**src/rtl/bbde_pkg.sv**
```systemverilog
`timescale 1ns / 1ps
`default_nettype none
// ----------------------------------------------------------------------------
// bbde_pkg
// Shared types, constants and helpers for the bounding box distance estimator.
// ----------------------------------------------------------------------------
package bbde_pkg;

    localparam int COEF_W   = 48;
    localparam int CFG_W    = 64;
    localparam int ADDR_W   = 6;
    localparam int ADDR_LSB = 3;
    localparam int WORD_W   = 32;
    localparam int HALF_W   = 16;
    localparam int BYTE_W   = 8;
    localparam int THR_W    = 16;
    localparam int NEAR_W   = 8;
    localparam int RES_W    = 16;

    // box width is a difference of two 16-bit values, offset from centre one wider
    localparam int WIDTH_W  = HALF_W + 1;
    localparam int OFFSET_W = HALF_W + 2;

    // digit-serial multiplier: wide operand times narrow signed operand
    localparam int DIGIT_W  = 16;
    localparam int OPA_W    = 96;
    localparam int DIGITS   = OPA_W / DIGIT_W;
    localparam int CNT_W    = $clog2(DIGITS);
    localparam int PP_W     = DIGIT_W + 1 + OFFSET_W;
    localparam int PROD_W   = OPA_W + OFFSET_W;
    localparam int FRAC_W   = 32;

    localparam int CENTRE_COLUMN_DEF = 320;
    localparam int QUEUE_DEPTH_DEF   = 2;

    localparam logic [WORD_W-1:0] TAG_GREEN   = 32'h0047_4747;
    localparam logic [WORD_W-1:0] TAG_PURPLE  = 32'h0050_5050;
    localparam logic [BYTE_W-1:0] REPORT_CHAR = 8'h73;
    localparam logic [HALF_W-1:0] EMPTY_XMIN  = 16'd639;
    localparam logic [HALF_W-1:0] EMPTY_YMIN  = 16'd479;

    localparam logic [COEF_W-1:0] DIST_COEF0_RST  = 48'sd351522199637;
    localparam logic [COEF_W-1:0] DIST_COEF1_RST  = -48'sd3436081211;
    localparam logic [COEF_W-1:0] DIST_COEF2_RST  = 48'sd9357334;
    localparam logic [COEF_W-1:0] SCALE_COEF0_RST = 48'sd719083611;
    localparam logic [COEF_W-1:0] SCALE_COEF1_RST = -48'sd9743949;
    localparam logic [COEF_W-1:0] SCALE_COEF2_RST = 48'sd42799;
    localparam logic [THR_W-1:0]  NEAR_ROW_RST    = 16'd450;
    localparam logic [NEAR_W-1:0] NEAR_DIST_RST   = 8'd26;

    typedef enum logic [2:0] {
        REG_DIST_COEF0  = 3'd0,
        REG_DIST_COEF1  = 3'd1,
        REG_DIST_COEF2  = 3'd2,
        REG_SCALE_COEF0 = 3'd3,
        REG_SCALE_COEF1 = 3'd4,
        REG_SCALE_COEF2 = 3'd5,
        REG_NEAR_ROW    = 3'd6,
        REG_NEAR_DIST   = 3'd7
    } reg_idx_t;

    typedef enum logic [1:0] {
        PH_FIRST  = 2'd1,
        PH_SECOND = 2'd2,
        PH_WAIT   = 2'd3
    } phase_t;

    typedef enum logic [1:0] {
        BK_IDLE,
        BK_MUL,
        BK_ADD,
        BK_DONE
    } back_state_t;

    typedef enum logic [2:0] {
        ST_DIST_SQ,
        ST_DIST_LIN,
        ST_SCALE_SQ,
        ST_SCALE_LIN,
        ST_HORIZ
    } step_t;

    typedef struct packed {
        logic [COEF_W-1:0] dist_coef0;
        logic [COEF_W-1:0] dist_coef1;
        logic [COEF_W-1:0] dist_coef2;
        logic [COEF_W-1:0] scale_coef0;
        logic [COEF_W-1:0] scale_coef1;
        logic [COEF_W-1:0] scale_coef2;
        logic [THR_W-1:0]  near_row_threshold;
        logic [NEAR_W-1:0] near_distance;
    } cfg_t;

    typedef struct packed {
        logic                is_purple;
        logic                report;
        logic                report_purple;
        logic                box_empty;
        logic                is_near;
        logic [WIDTH_W-1:0]  width;
        logic [OFFSET_W-1:0] offset;
    } job_t;

    function automatic logic [PROD_W-1:0] coef_wide(input logic [COEF_W-1:0] c);
        return {{(PROD_W-COEF_W){c[COEF_W-1]}}, c};
    endfunction

    // Q.32 to 16 bits: truncate toward zero, then saturate
    function automatic logic [RES_W-1:0] q32_to_s16(input logic [PROD_W-1:0] v);
        logic neg;
        logic hi_any;
        logic hi_all;
        logic inc;
        logic [RES_W-1:0] r;
        neg    = v[PROD_W-1];
        hi_any = |v[PROD_W-2:FRAC_W+RES_W-1];
        hi_all = &v[PROD_W-2:FRAC_W+RES_W-1];
        inc    = neg & (|v[FRAC_W-1:0]);
        if (!neg && hi_any)
            r = {1'b0, {(RES_W-1){1'b1}}};
        else if (neg && !hi_all)
            r = {1'b1, {(RES_W-1){1'b0}}};
        else
            r = v[FRAC_W+RES_W-1:FRAC_W] + {{(RES_W-1){1'b0}}, inc};
        return r;
    endfunction

endpackage
`default_nettype wire

```
**src/rtl/bbde_regs.sv**
```systemverilog
`timescale 1ns / 1ps
`default_nettype none
// ----------------------------------------------------------------------------
// bbde_regs
// APB configuration registers: polynomial coefficients and near-row settings.
// ----------------------------------------------------------------------------
module bbde_regs (
    input  wire logic                        clk,
    input  wire logic                        rst_n,
    input  wire logic                        psel,
    input  wire logic                        penable,
    input  wire logic                        pwrite,
    input  wire logic [bbde_pkg::ADDR_W-1:0] paddr,
    input  wire logic [bbde_pkg::CFG_W-1:0]  pwdata,
    output logic      [bbde_pkg::CFG_W-1:0]  prdata,
    output logic                             pready,
    output bbde_pkg::cfg_t                   cfg
);

    bbde_pkg::cfg_t     cfg_reg;
    bbde_pkg::cfg_t     cfg_next;
    bbde_pkg::reg_idx_t idx;
    logic               wr_en;

    assign idx    = bbde_pkg::reg_idx_t'(paddr[bbde_pkg::ADDR_W-1:bbde_pkg::ADDR_LSB]);
    assign wr_en  = psel & penable & pwrite;
    assign pready = 1'b1;
    assign cfg    = cfg_reg;

    always_comb
    begin
        cfg_next = cfg_reg;
        if (wr_en)
        begin
            unique case (idx)
                bbde_pkg::REG_DIST_COEF0:  cfg_next.dist_coef0  = pwdata[bbde_pkg::COEF_W-1:0];
                bbde_pkg::REG_DIST_COEF1:  cfg_next.dist_coef1  = pwdata[bbde_pkg::COEF_W-1:0];
                bbde_pkg::REG_DIST_COEF2:  cfg_next.dist_coef2  = pwdata[bbde_pkg::COEF_W-1:0];
                bbde_pkg::REG_SCALE_COEF0: cfg_next.scale_coef0 = pwdata[bbde_pkg::COEF_W-1:0];
                bbde_pkg::REG_SCALE_COEF1: cfg_next.scale_coef1 = pwdata[bbde_pkg::COEF_W-1:0];
                bbde_pkg::REG_SCALE_COEF2: cfg_next.scale_coef2 = pwdata[bbde_pkg::COEF_W-1:0];
                bbde_pkg::REG_NEAR_ROW:
                    cfg_next.near_row_threshold = pwdata[bbde_pkg::THR_W-1:0];
                bbde_pkg::REG_NEAR_DIST:
                    cfg_next.near_distance = pwdata[bbde_pkg::NEAR_W-1:0];
                default: cfg_next = cfg_reg;
            endcase
        end
    end

    always_comb
    begin
        unique case (idx)
            bbde_pkg::REG_DIST_COEF0:  prdata = bbde_pkg::CFG_W'($signed(cfg_reg.dist_coef0));
            bbde_pkg::REG_DIST_COEF1:  prdata = bbde_pkg::CFG_W'($signed(cfg_reg.dist_coef1));
            bbde_pkg::REG_DIST_COEF2:  prdata = bbde_pkg::CFG_W'($signed(cfg_reg.dist_coef2));
            bbde_pkg::REG_SCALE_COEF0: prdata = bbde_pkg::CFG_W'($signed(cfg_reg.scale_coef0));
            bbde_pkg::REG_SCALE_COEF1: prdata = bbde_pkg::CFG_W'($signed(cfg_reg.scale_coef1));
            bbde_pkg::REG_SCALE_COEF2: prdata = bbde_pkg::CFG_W'($signed(cfg_reg.scale_coef2));
            bbde_pkg::REG_NEAR_ROW:    prdata = bbde_pkg::CFG_W'(cfg_reg.near_row_threshold);
            bbde_pkg::REG_NEAR_DIST:   prdata = bbde_pkg::CFG_W'(cfg_reg.near_distance);
            default:                   prdata = '0;
        endcase
    end

    always_ff @(posedge clk or negedge rst_n)
    begin
        if (!rst_n)
        begin
            cfg_reg.dist_coef0         <= bbde_pkg::DIST_COEF0_RST;
            cfg_reg.dist_coef1         <= bbde_pkg::DIST_COEF1_RST;
            cfg_reg.dist_coef2         <= bbde_pkg::DIST_COEF2_RST;
            cfg_reg.scale_coef0        <= bbde_pkg::SCALE_COEF0_RST;
            cfg_reg.scale_coef1        <= bbde_pkg::SCALE_COEF1_RST;
            cfg_reg.scale_coef2        <= bbde_pkg::SCALE_COEF2_RST;
            cfg_reg.near_row_threshold <= bbde_pkg::NEAR_ROW_RST;
            cfg_reg.near_distance      <= bbde_pkg::NEAR_DIST_RST;
        end
        else
        begin
            cfg_reg <= cfg_next;
        end
    end

endmodule
`default_nettype wire

```
**src/rtl/bbde_front.sv**
```systemverilog
`timescale 1ns / 1ps
`default_nettype none
// ----------------------------------------------------------------------------
// bbde_front
// Message parser: tracks tags and coordinate words, arms host reports and
// hands each complete box, already classified, to the job queue.
// ----------------------------------------------------------------------------
module bbde_front #(
    parameter int CENTRE_COLUMN = bbde_pkg::CENTRE_COLUMN_DEF
) (
    input  wire logic                        clk,
    input  wire logic                        rst_n,
    input  wire logic                        push,
    output logic                             full,
    input  wire logic                        action,
    input  wire logic [bbde_pkg::WORD_W-1:0] message_word,
    input  wire logic [bbde_pkg::BYTE_W-1:0] host_byte,
    input  bbde_pkg::cfg_t                   cfg,
    input  wire logic                        q_full,
    output logic                             job_push,
    output bbde_pkg::job_t                   job
);

    localparam int HW = bbde_pkg::HALF_W;
    localparam int WW = bbde_pkg::WIDTH_W;
    localparam int OW = bbde_pkg::OFFSET_W;

    bbde_pkg::phase_t phase_reg;
    bbde_pkg::phase_t phase_next;
    logic             colour_reg;
    logic             colour_next;
    logic             armed_reg;
    logic             armed_next;
    logic             rep_purple_reg;
    logic             rep_purple_next;
    logic [HW-1:0]    first_x_reg;
    logic [HW-1:0]    first_x_next;
    logic [HW-1:0]    first_y_reg;
    logic [HW-1:0]    first_y_next;

    logic          accept;
    logic          is_tag;
    logic [HW-1:0] hx;
    logic [HW-1:0] ly;
    logic [WW-1:0] xmin_e;
    logic [WW-1:0] xmax_e;
    logic [WW-1:0] width;
    logic [WW-1:0] width_adj;
    logic [WW-1:0] half_width;
    logic [OW-1:0] mid_y;
    logic [WW-1:0] sum_x;
    logic [WW-1:0] sum_x_adj;
    logic [WW-1:0] mid_x;

    assign full   = q_full;
    assign accept = push & ~q_full;
    assign hx     = message_word[bbde_pkg::WORD_W-1:HW];
    assign ly     = message_word[HW-1:0];
    assign is_tag = (message_word == bbde_pkg::TAG_GREEN) ||
                    (message_word == bbde_pkg::TAG_PURPLE);

    // box geometry; halving truncates toward zero
    assign xmin_e     = {first_x_reg[HW-1], first_x_reg};
    assign xmax_e     = {hx[HW-1], hx};
    assign width      = xmax_e - xmin_e;
    assign width_adj  = width + {{(WW-1){1'b0}}, width[WW-1]};
    assign half_width = {width_adj[WW-1], width_adj[WW-1:1]};
    assign mid_y      = {{(OW-HW){first_y_reg[HW-1]}}, first_y_reg} +
                        {{(OW-WW){half_width[WW-1]}}, half_width};
    assign sum_x      = xmin_e + xmax_e;
    assign sum_x_adj  = sum_x + {{(WW-1){1'b0}}, sum_x[WW-1]};
    assign mid_x      = {sum_x_adj[WW-1], sum_x_adj[WW-1:1]};

    always_comb
    begin
        job.is_purple     = colour_reg;
        job.report        = armed_reg;
        job.report_purple = rep_purple_reg;
        job.box_empty     = (first_x_reg == bbde_pkg::EMPTY_XMIN) &&
                            (first_y_reg == bbde_pkg::EMPTY_YMIN) &&
                            (hx == '0) && (ly == '0);
        job.is_near       = $signed(mid_y) >
                            $signed({{(OW-bbde_pkg::THR_W){1'b0}}, cfg.near_row_threshold});
        job.width         = width;
        job.offset        = {{(OW-WW){mid_x[WW-1]}}, mid_x} - OW'(CENTRE_COLUMN);
    end

    always_comb
    begin
        phase_next      = phase_reg;
        colour_next     = colour_reg;
        armed_next      = armed_reg;
        rep_purple_next = rep_purple_reg;
        first_x_next    = first_x_reg;
        first_y_next    = first_y_reg;
        job_push        = 1'b0;
        if (accept)
        begin
            if (action)
            begin
                armed_next = (host_byte == bbde_pkg::REPORT_CHAR);
            end
            else
            begin
                unique case (phase_reg)
                    bbde_pkg::PH_FIRST:
                    begin
                        first_x_next = hx;
                        first_y_next = ly;
                        phase_next   = bbde_pkg::PH_SECOND;
                    end
                    bbde_pkg::PH_SECOND:
                    begin
                        job_push   = 1'b1;
                        phase_next = bbde_pkg::PH_WAIT;
                        if (armed_reg)
                        begin
                            armed_next      = 1'b0;
                            rep_purple_next = ~rep_purple_reg;
                        end
                    end
                    default: phase_next = phase_reg;
                endcase
                if (is_tag)
                begin
                    colour_next = (message_word == bbde_pkg::TAG_PURPLE);
                    phase_next  = bbde_pkg::PH_FIRST;
                end
            end
        end
    end

    always_ff @(posedge clk or negedge rst_n)
    begin
        if (!rst_n)
        begin
            phase_reg      <= bbde_pkg::PH_WAIT;
            colour_reg     <= 1'b0;
            armed_reg      <= 1'b0;
            rep_purple_reg <= 1'b0;
        end
        else
        begin
            phase_reg      <= phase_next;
            colour_reg     <= colour_next;
            armed_reg      <= armed_next;
            rep_purple_reg <= rep_purple_next;
        end
    end

    always_ff @(posedge clk)
    begin
        first_x_reg <= first_x_next;
        first_y_reg <= first_y_next;
    end

endmodule
`default_nettype wire

```
**src/rtl/bbde_queue.sv**
```systemverilog
`timescale 1ns / 1ps
`default_nettype none
// ----------------------------------------------------------------------------
// bbde_queue
// Small job queue between the parser and the arithmetic back end.
// ----------------------------------------------------------------------------
module bbde_queue #(
    parameter int DEPTH = bbde_pkg::QUEUE_DEPTH_DEF
) (
    input  wire logic      clk,
    input  wire logic      rst_n,
    input  wire logic      wr_en,
    input  bbde_pkg::job_t wr_data,
    output logic           full,
    input  wire logic      rd_en,
    output bbde_pkg::job_t rd_data,
    output logic           empty
);

    localparam int PTR_W = (DEPTH > 1) ? $clog2(DEPTH) : 1;
    localparam int CNT_W = $clog2(DEPTH + 1);

    bbde_pkg::job_t mem [DEPTH];
    logic [PTR_W-1:0] wr_ptr_reg;
    logic [PTR_W-1:0] wr_ptr_next;
    logic [PTR_W-1:0] rd_ptr_reg;
    logic [PTR_W-1:0] rd_ptr_next;
    logic [CNT_W-1:0] count_reg;
    logic [CNT_W-1:0] count_next;
    logic             do_wr;
    logic             do_rd;

    assign full    = (count_reg == CNT_W'(DEPTH));
    assign empty   = (count_reg == '0);
    assign do_wr   = wr_en & ~full;
    assign do_rd   = rd_en & ~empty;
    assign rd_data = mem[rd_ptr_reg];

    always_comb
    begin
        wr_ptr_next = wr_ptr_reg;
        rd_ptr_next = rd_ptr_reg;
        count_next  = count_reg;
        if (do_wr)
            wr_ptr_next = (wr_ptr_reg == PTR_W'(DEPTH - 1)) ? '0 : wr_ptr_reg + 1'b1;
        if (do_rd)
            rd_ptr_next = (rd_ptr_reg == PTR_W'(DEPTH - 1)) ? '0 : rd_ptr_reg + 1'b1;
        if (do_wr && !do_rd)
            count_next = count_reg + 1'b1;
        else if (do_rd && !do_wr)
            count_next = count_reg - 1'b1;
    end

    always_ff @(posedge clk or negedge rst_n)
    begin
        if (!rst_n)
        begin
            wr_ptr_reg <= '0;
            rd_ptr_reg <= '0;
            count_reg  <= '0;
        end
        else
        begin
            wr_ptr_reg <= wr_ptr_next;
            rd_ptr_reg <= rd_ptr_next;
            count_reg  <= count_next;
        end
    end

    always_ff @(posedge clk)
    begin
        if (do_wr)
            mem[wr_ptr_reg] <= wr_data;
    end

endmodule
`default_nettype wire

```
**src/rtl/bbde_back.sv**
```systemverilog
`timescale 1ns / 1ps
`default_nettype none
// ----------------------------------------------------------------------------
// bbde_back
// Arithmetic back end: evaluates both width polynomials and the offset
// product on one digit-serial multiplier, saturates, stores the latest
// values per colour and holds the result item for the output side.
// ----------------------------------------------------------------------------
module bbde_back (
    input  wire logic                       clk,
    input  wire logic                       rst_n,
    input  bbde_pkg::cfg_t                  cfg,
    input  wire logic                       job_empty,
    input  bbde_pkg::job_t                  job,
    output logic                            job_pop,
    input  wire logic                       pop,
    output logic                            empty,
    output logic [bbde_pkg::RES_W-1:0]      distance_cm,
    output logic [bbde_pkg::RES_W-1:0]      horizontal_cm,
    output logic                            box_is_purple,
    output logic                            report_valid,
    output logic                            report_is_purple,
    output logic [bbde_pkg::RES_W-1:0]      report_distance,
    output logic [bbde_pkg::RES_W-1:0]      report_horizontal
);

    localparam int OPA_W  = bbde_pkg::OPA_W;
    localparam int PROD_W = bbde_pkg::PROD_W;
    localparam int OW     = bbde_pkg::OFFSET_W;
    localparam int WW     = bbde_pkg::WIDTH_W;
    localparam int DW     = bbde_pkg::DIGIT_W;
    localparam int PP_W   = bbde_pkg::PP_W;
    localparam int CNT_W  = bbde_pkg::CNT_W;
    localparam int RW     = bbde_pkg::RES_W;

    bbde_pkg::back_state_t state_reg;
    bbde_pkg::back_state_t state_next;
    bbde_pkg::step_t       step_reg;
    bbde_pkg::step_t       step_next;
    logic [CNT_W-1:0]      cnt_reg;
    logic [CNT_W-1:0]      cnt_next;
    logic [OPA_W-1:0]      opa_reg;
    logic [OPA_W-1:0]      opa_next;
    logic [OW-1:0]         opb_reg;
    logic [OW-1:0]         opb_next;
    logic [PROD_W-1:0]     prod_reg;
    logic [PROD_W-1:0]     prod_next;
    logic [PROD_W-1:0]     dist_wide_reg;
    logic [PROD_W-1:0]     dist_wide_next;
    bbde_pkg::job_t        job_reg;
    bbde_pkg::job_t        job_next;

    logic          out_valid_reg;
    logic          out_valid_next;
    logic [RW-1:0] dist_out_reg;
    logic [RW-1:0] dist_out_next;
    logic [RW-1:0] hor_out_reg;
    logic [RW-1:0] hor_out_next;
    logic          purple_out_reg;
    logic          purple_out_next;
    logic          rep_out_reg;
    logic          rep_out_next;
    logic          rep_purple_out_reg;
    logic          rep_purple_out_next;
    logic [RW-1:0] rep_dist_out_reg;
    logic [RW-1:0] rep_dist_out_next;
    logic [RW-1:0] rep_hor_out_reg;
    logic [RW-1:0] rep_hor_out_next;
    logic [RW-1:0] latest_dist_reg [2];
    logic [RW-1:0] latest_dist_next [2];
    logic [RW-1:0] latest_hor_reg [2];
    logic [RW-1:0] latest_hor_next [2];

    logic                          first_digit;
    logic [DW-1:0]                 digit;
    logic [DW:0]                   digit_ext;
    logic signed [PP_W-1:0]        pp;
    logic [bbde_pkg::COEF_W-1:0]   addend;
    logic [PROD_W-1:0]             sum_wide;
    logic [OW-1:0]                 width_ext;
    logic [RW-1:0]                 dist_val;
    logic [RW-1:0]                 hor_val;
    logic                          out_load;

    assign empty             = ~out_valid_reg;
    assign distance_cm       = dist_out_reg;
    assign horizontal_cm     = hor_out_reg;
    assign box_is_purple     = purple_out_reg;
    assign report_valid      = rep_out_reg;
    assign report_is_purple  = rep_purple_out_reg;
    assign report_distance   = rep_dist_out_reg;
    assign report_horizontal = rep_hor_out_reg;

    // one 17x18 product per cycle, most significant digit first
    assign first_digit = (cnt_reg == CNT_W'(bbde_pkg::DIGITS - 1));
    assign digit       = opa_reg[OPA_W-1 -: DW];
    assign digit_ext   = {first_digit & digit[DW-1], digit};
    assign pp          = $signed(digit_ext) * $signed(opb_reg);

    assign width_ext = {{(OW-WW){job_reg.width[WW-1]}}, job_reg.width};
    assign sum_wide  = prod_reg + bbde_pkg::coef_wide(addend);

    always_comb
    begin
        unique case (step_reg)
            bbde_pkg::ST_DIST_SQ:   addend = cfg.dist_coef1;
            bbde_pkg::ST_DIST_LIN:  addend = cfg.dist_coef0;
            bbde_pkg::ST_SCALE_SQ:  addend = cfg.scale_coef1;
            bbde_pkg::ST_SCALE_LIN: addend = cfg.scale_coef0;
            default:                addend = '0;
        endcase
    end

    always_comb
    begin
        if (job_reg.box_empty)
            dist_val = '0;
        else if (job_reg.is_near)
            dist_val = RW'(cfg.near_distance);
        else
            dist_val = bbde_pkg::q32_to_s16(dist_wide_reg);
        hor_val = bbde_pkg::q32_to_s16(prod_reg);
    end

    always_comb
    begin
        state_next          = state_reg;
        step_next           = step_reg;
        cnt_next            = cnt_reg;
        opa_next            = opa_reg;
        opb_next            = opb_reg;
        prod_next           = prod_reg;
        dist_wide_next      = dist_wide_reg;
        job_next            = job_reg;
        job_pop             = 1'b0;
        out_load            = 1'b0;
        latest_dist_next    = latest_dist_reg;
        latest_hor_next     = latest_hor_reg;
        dist_out_next       = dist_out_reg;
        hor_out_next        = hor_out_reg;
        purple_out_next     = purple_out_reg;
        rep_out_next        = rep_out_reg;
        rep_purple_out_next = rep_purple_out_reg;
        rep_dist_out_next   = rep_dist_out_reg;
        rep_hor_out_next    = rep_hor_out_reg;

        unique case (state_reg)
            bbde_pkg::BK_IDLE:
            begin
                if (!job_empty)
                begin
                    job_pop    = 1'b1;
                    job_next   = job;
                    opa_next   = OPA_W'(bbde_pkg::coef_wide(cfg.dist_coef2));
                    opb_next   = {{(OW-WW){job.width[WW-1]}}, job.width};
                    cnt_next   = CNT_W'(bbde_pkg::DIGITS - 1);
                    step_next  = bbde_pkg::ST_DIST_SQ;
                    state_next = bbde_pkg::BK_MUL;
                end
            end
            bbde_pkg::BK_MUL:
            begin
                prod_next = (first_digit ? '0 : (prod_reg << DW)) +
                            {{(PROD_W-PP_W){pp[PP_W-1]}}, pp};
                opa_next  = opa_reg << DW;
                cnt_next  = cnt_reg - 1'b1;
                if (cnt_reg == '0)
                    state_next = bbde_pkg::BK_ADD;
            end
            bbde_pkg::BK_ADD:
            begin
                cnt_next   = CNT_W'(bbde_pkg::DIGITS - 1);
                state_next = bbde_pkg::BK_MUL;
                unique case (step_reg)
                    bbde_pkg::ST_DIST_SQ:
                    begin
                        opa_next  = sum_wide[OPA_W-1:0];
                        opb_next  = width_ext;
                        step_next = bbde_pkg::ST_DIST_LIN;
                    end
                    bbde_pkg::ST_DIST_LIN:
                    begin
                        dist_wide_next = sum_wide;
                        opa_next  = OPA_W'(bbde_pkg::coef_wide(cfg.scale_coef2));
                        opb_next  = width_ext;
                        step_next = bbde_pkg::ST_SCALE_SQ;
                    end
                    bbde_pkg::ST_SCALE_SQ:
                    begin
                        opa_next  = sum_wide[OPA_W-1:0];
                        opb_next  = width_ext;
                        step_next = bbde_pkg::ST_SCALE_LIN;
                    end
                    bbde_pkg::ST_SCALE_LIN:
                    begin
                        opa_next  = sum_wide[OPA_W-1:0];
                        opb_next  = job_reg.offset;
                        step_next = bbde_pkg::ST_HORIZ;
                    end
                    default:
                    begin
                        state_next = bbde_pkg::BK_DONE;
                    end
                endcase
            end
            bbde_pkg::BK_DONE:
            begin
                if (!out_valid_reg || pop)
                begin
                    out_load = 1'b1;
                    latest_dist_next[job_reg.is_purple] = dist_val;
                    latest_hor_next[job_reg.is_purple]  = hor_val;
                    dist_out_next       = dist_val;
                    hor_out_next        = hor_val;
                    purple_out_next     = job_reg.is_purple;
                    rep_out_next        = job_reg.report;
                    rep_purple_out_next = job_reg.report & job_reg.report_purple;
                    rep_dist_out_next   = '0;
                    rep_hor_out_next    = '0;
                    if (job_reg.report)
                    begin
                        if (job_reg.report_purple == job_reg.is_purple)
                        begin
                            rep_dist_out_next = dist_val;
                            rep_hor_out_next  = hor_val;
                        end
                        else
                        begin
                            rep_dist_out_next = latest_dist_reg[job_reg.report_purple];
                            rep_hor_out_next  = latest_hor_reg[job_reg.report_purple];
                        end
                    end
                    state_next = bbde_pkg::BK_IDLE;
                end
            end
            default: state_next = bbde_pkg::BK_IDLE;
        endcase

        out_valid_next = out_load | (out_valid_reg & ~pop);
    end

    always_ff @(posedge clk or negedge rst_n)
    begin
        if (!rst_n)
        begin
            state_reg          <= bbde_pkg::BK_IDLE;
            step_reg           <= bbde_pkg::ST_DIST_SQ;
            cnt_reg            <= '0;
            out_valid_reg      <= 1'b0;
            latest_dist_reg[0] <= '0;
            latest_dist_reg[1] <= '0;
            latest_hor_reg[0]  <= '0;
            latest_hor_reg[1]  <= '0;
        end
        else
        begin
            state_reg          <= state_next;
            step_reg           <= step_next;
            cnt_reg            <= cnt_next;
            out_valid_reg      <= out_valid_next;
            latest_dist_reg[0] <= latest_dist_next[0];
            latest_dist_reg[1] <= latest_dist_next[1];
            latest_hor_reg[0]  <= latest_hor_next[0];
            latest_hor_reg[1]  <= latest_hor_next[1];
        end
    end

    always_ff @(posedge clk)
    begin
        opa_reg            <= opa_next;
        opb_reg            <= opb_next;
        prod_reg           <= prod_next;
        dist_wide_reg      <= dist_wide_next;
        job_reg            <= job_next;
        dist_out_reg       <= dist_out_next;
        hor_out_reg        <= hor_out_next;
        purple_out_reg     <= purple_out_next;
        rep_out_reg        <= rep_out_next;
        rep_purple_out_reg <= rep_purple_out_next;
        rep_dist_out_reg   <= rep_dist_out_next;
        rep_hor_out_reg    <= rep_hor_out_next;
    end

endmodule
`default_nettype wire

```
**src/rtl/bounding_box_distance_estimator.sv**
```systemverilog
`timescale 1ns / 1ps
`default_nettype none
// Tag words, first coordinate words, ignored words and host bytes are taken
// one per cycle while the job queue has room. Each second coordinate word
// becomes a job for the arithmetic back end, which handles it in steps: a
// load step, five multiplications of six 16-bit digit steps each on one
// shared 17x18 multiplier with an add step after each, and an output step.
// full rises while QUEUE_DEPTH boxes wait for the back end; the finished item
// sits in an output register, so the back end starts the next box while it
// waits to be popped.
// ----------------------------------------------------------------------------
// bounding_box_distance_estimator
// Parses box records from an image processor, estimates distance and
// sideways offset per box and reports the latest values on host request.
// ----------------------------------------------------------------------------
module bounding_box_distance_estimator #(
    parameter int CENTRE_COLUMN = bbde_pkg::CENTRE_COLUMN_DEF,
    parameter int QUEUE_DEPTH   = bbde_pkg::QUEUE_DEPTH_DEF
) (
    input  wire logic                        clk,
    input  wire logic                        rst_n,
    input  wire logic                        push,
    output logic                             full,
    input  wire logic                        action,
    input  wire logic [bbde_pkg::WORD_W-1:0] message_word,
    input  wire logic [bbde_pkg::BYTE_W-1:0] host_byte,
    output logic                             empty,
    input  wire logic                        pop,
    output logic      [bbde_pkg::RES_W-1:0]  distance_cm,
    output logic      [bbde_pkg::RES_W-1:0]  horizontal_cm,
    output logic                             box_is_purple,
    output logic                             report_valid,
    output logic                             report_is_purple,
    output logic      [bbde_pkg::RES_W-1:0]  report_distance,
    output logic      [bbde_pkg::RES_W-1:0]  report_horizontal,
    input  wire logic                        psel,
    input  wire logic                        penable,
    input  wire logic                        pwrite,
    input  wire logic [bbde_pkg::ADDR_W-1:0] paddr,
    input  wire logic [bbde_pkg::CFG_W-1:0]  pwdata,
    output logic      [bbde_pkg::CFG_W-1:0]  prdata,
    output logic                             pready
);

    bbde_pkg::cfg_t cfg;
    bbde_pkg::job_t job_in;
    bbde_pkg::job_t job_out;
    logic           job_push;
    logic           job_pop;
    logic           q_full;
    logic           q_empty;

    bbde_regs u_regs (
        .clk     (clk),
        .rst_n   (rst_n),
        .psel    (psel),
        .penable (penable),
        .pwrite  (pwrite),
        .paddr   (paddr),
        .pwdata  (pwdata),
        .prdata  (prdata),
        .pready  (pready),
        .cfg     (cfg)
    );

    bbde_front #(
        .CENTRE_COLUMN (CENTRE_COLUMN)
    ) u_front (
        .clk          (clk),
        .rst_n        (rst_n),
        .push         (push),
        .full         (full),
        .action       (action),
        .message_word (message_word),
        .host_byte    (host_byte),
        .cfg          (cfg),
        .q_full       (q_full),
        .job_push     (job_push),
        .job          (job_in)
    );

    bbde_queue #(
        .DEPTH (QUEUE_DEPTH)
    ) u_queue (
        .clk     (clk),
        .rst_n   (rst_n),
        .wr_en   (job_push),
        .wr_data (job_in),
        .full    (q_full),
        .rd_en   (job_pop),
        .rd_data (job_out),
        .empty   (q_empty)
    );

    bbde_back u_back (
        .clk               (clk),
        .rst_n             (rst_n),
        .cfg               (cfg),
        .job_empty         (q_empty),
        .job               (job_out),
        .job_pop           (job_pop),
        .pop               (pop),
        .empty             (empty),
        .distance_cm       (distance_cm),
        .horizontal_cm     (horizontal_cm),
        .box_is_purple     (box_is_purple),
        .report_valid      (report_valid),
        .report_is_purple  (report_is_purple),
        .report_distance   (report_distance),
        .report_horizontal (report_horizontal)
    );

endmodule
`default_nettype wire
```
**config.mk**
```make
export PLATFORM = sky130hd
export DESIGN_NAME = bounding_box_distance_estimator
export DESIGN_NICKNAME = d
export VERILOG_FILES = /design/src/rtl/bbde_pkg.sv /design/src/rtl/bbde_regs.sv /design/src/rtl/bbde_front.sv /design/src/rtl/bbde_queue.sv /design/src/rtl/bbde_back.sv /design/src/rtl/bounding_box_distance_estimator.sv
export SDC_FILE = /design/constraint.sdc
export NUM_CORES = 2
export LEC_CHECK = 0
export BUFFER_PORTS_ARGS = -buffer_cell sky130_fd_sc_hd__clkbuf_2
export CORE_MARGIN = 10
export CORE_UTILIZATION = 50
export CTS_CLUSTER_SIZE = 12
export DETAILED_ROUTE_END_ITERATION = 16
export PLACE_DENSITY = 0.67
export REMOVE_ABC_BUFFERS = 1
export SLEW_MARGIN = 20
export SYNTH_ARGS = -nofsm -noshare
export SYNTH_HDL_FRONTEND = slang
export SYNTH_SLANG_ARGS = --single-unit
```
**constraint.sdc**
```tcl
create_clock -name clk -period 22.7 [get_ports clk]
set_input_delay 1.135 -clock clk [delete_from_list [all_inputs] [get_ports clk]]
set_output_delay 1.135 -clock clk [all_outputs]
set_load 0.01 [all_outputs]
```
==> flow_summary.json <==
{
  "post_drt_via_cell_ratio": 6.16,
  "ys_types": 105,
  "pre_cts_ws_ps": 10350,
  "crit_arrival_ps": 12930,
  "num_vias": 54700,
  "grt_pass1_wl_um": 323000,
  "dieArea_sq_um": 154000,
  "cap_violations": 0,
  "grt_max_degree": 168,
  "fin_ws_ps": 10250,
  "rows": 136,
  "synthCells": 6951,
  "busiest_layer": "met2",
  "r2r_slack_ps": 10250,
  "drt-initial-drc-count": 5161,
  "tightestPinTransition_ps": 1110,
  "post-route-min-period_ps": 12450,
  "timing.fmax_ghz": 0.0803,
  "utilization_pct": 54.9,
  "rsz0062_at_grt": "no",
  "numPortBuffers": 231,
  "endpoint_kind": "register",
  "synth_edf_count": 557,
  "drive_above_1_share_pct": 15.0,
  "syn-mean-instance-area_sq_um": 9.96,
  "yosys_warnings": 0,
  "worstPathMaxFanout": 52,
  "ios": 252,
  "use_met2_pct": 42.4,
  "detail-route-antenna-nets": 0,
  "clkLatencyLatePin_ps": 770,
  "fp.dieH_um": 392,
  "post_cts_resize_count": 0,
  "netlist_area_sq_um": 69200,
  "worstPathRequired_ps": 23180,
  "cts_buffers": 107,
  "grt_usage_pct": 26.8,
  "ys_seq_elements": 951,
  "largest_reg_flops": 312,
  "use_met3_pct": 4.71,
  "dp_hpwl_um": 153000,
  "crit_slowest_cell": "a211o_1",
  "totalWireLength_um": 210000,
  "relSlewSlack_pct": 25.5,
  "clock_skew_ps": 73.0,
  "status": "finished clean",
  "hold_violations": 0,
  "cts_buffer_depth": 3,
  "htree_num_levels": 3,
  "critPathKind": "reg -> reg",
  "synth-seq-area-share_pct": 38.6,
  "post_cts_buffers": 0,
  "start_util_pct": 50.4,
  "start_kind": "register",
  "setup_viol": 0,
  "grt_pass1_vias": 53900,
  "core_sq_um": 137000,
  "crit_path_frequent_cell": "fa_1",
  "antenna_found_initial": 14,
  "maxSlewViolCount": 0,
  "hold_buffers": 0,
  "fin_crit_sh_pct": 54.8,
  "die-width_um": 392,
  "post-route-drc-count": 0,
  "wl_per_cell_um": 23.6,
  "place_congestion": 0.945,
  "synthArstFlopShare_pct": 41.4,
  "grt_overflow": 0,
  "grtUsageMet1_pct": 36.9,
  "tritoncts": "done",
  "drt_pre_antenna_iters": 6,
  "num-fill-cells": 12000,
  "yosys_most_used_dff": "edfxtp_1",
  "clkSlewWorstSetupHoldPaths_ps": 60,
  "syn2layout_area_growth_pct": 8.99,
  "layout_commonest_cell": "nand2_1",
  "clock-sinks": 951,
  "worstHoldPathType": "in -> async",
  "final_cell_mix": "nand2_1, edfxtp_1, inv_1",
  "final_net_count": 7759,
  "clockRootBuffer": "clkbuf_16",
  "slowest_delay_ps": 620,
  "totalNegativeSetupSlack_ps": 0
}
-- layer usage --
metal | up-vias | wire (um)
met5 | - | 116
met4 | 16 | 8090
met3 | 425 | 16500
met2 | 2200 | 96600
met1 | 27200 | 88400
li1 | 24800 | -
-- area by class of cell --
cell class	instances	area (sq um)	share of cell area, %
Inverter	553	2080	2.75
Clock inverter	54	577	0.764
Multi-Input combinational cell	5075	39100	51.8
Antenna cell	3	7.51	0.00995
Tap cell	1794	2240	2.97
Timing Repair Buffer	301	1750	2.32
Sequential cell	951	26800	35.4
Clock buffer	147	2970	3.94
-- per-stage QoR --
| stage | instance area (sq um) | std cells | hold WS, ps |
|---|---|---|---|
| final | 75500 | 8878 | 408 |
| after global routing | 75500 | 8877 | 472 |
| after CTS | 75400 | 8873 | 453 |
| after detailed placement | 71900 | 8672 | 462 |
| after global placement | 71900 | 8672 | 455 |
| after floorplan | 67800 | 6579 | 442 |
-- logic make-up (layout without fill, tap and decap cells) --
family,count (synthesis),after routing,synth area share [%]
AOI/OAI and AO/OA,1565,1565,14.8
muxes,508,508,8.15
adders and majority gates,653,653,15.1
DFF,951,951,38.6
other,1,4,0.00542
buffers and inverters,925,1055,5.14
xor gates and xnor gates,350,350,4.48
and+or+nand+nor,1998,1998,13.7
-- cell usage after synthesis, types with 144 or more instances --
cell      number  area share, %
fa_1         307            8.9
nand2_1      771            4.2
ha_1         345            6.2
a21o_1       144            1.6
xnor2_1      243            3.1
mux2_2       385            6.3
o21ai_0      329            2.4
and2_1       249            2.2
clkbuf_1     293            1.6
edfxtp_1     557             24
dfrtp_1      262            9.5
inv_1        551            3.0
a21oi_1      385            2.8
nor2_1       406            2.2
-- final timing paths --
path / start / to / depth (start not counted)
setup / recovery: u_back.cnt_reg[1] / u_back.prod_reg[111] / 37
hold / removal: rst_n / u_back.latest_dist_reg[7] / 1
setup reg to reg: u_back.cnt_reg[1] / u_back.prod_reg[111] / 37
hold reg to reg: u_back.latest_dist_reg[19] / u_back.latest_dist_reg[19] / 2
max in group asynchronous: rst_n / u_regs.cfg[129] / 4
min in group clk: u_back.latest_dist_reg[19] / u_back.latest_dist_reg[19] / 2
-- worst max-delay path: cells and delay by family (launching register included) --
family | cells | cell delay [ps]
AO/OA/AOI/OAI | 10 | 3380
XOR/XNOR | 1 | 150
adder cells (fa/ha/maj) | 9 | 4190
buffers and inverters | 8 | 1570
flip-flops | 1 | 360
AND/OR/NAND/NOR | 9 | 2450
Power is not shown: default switching activity piles up to over one toggle a cycle in this logic, so the estimate is an artifact.
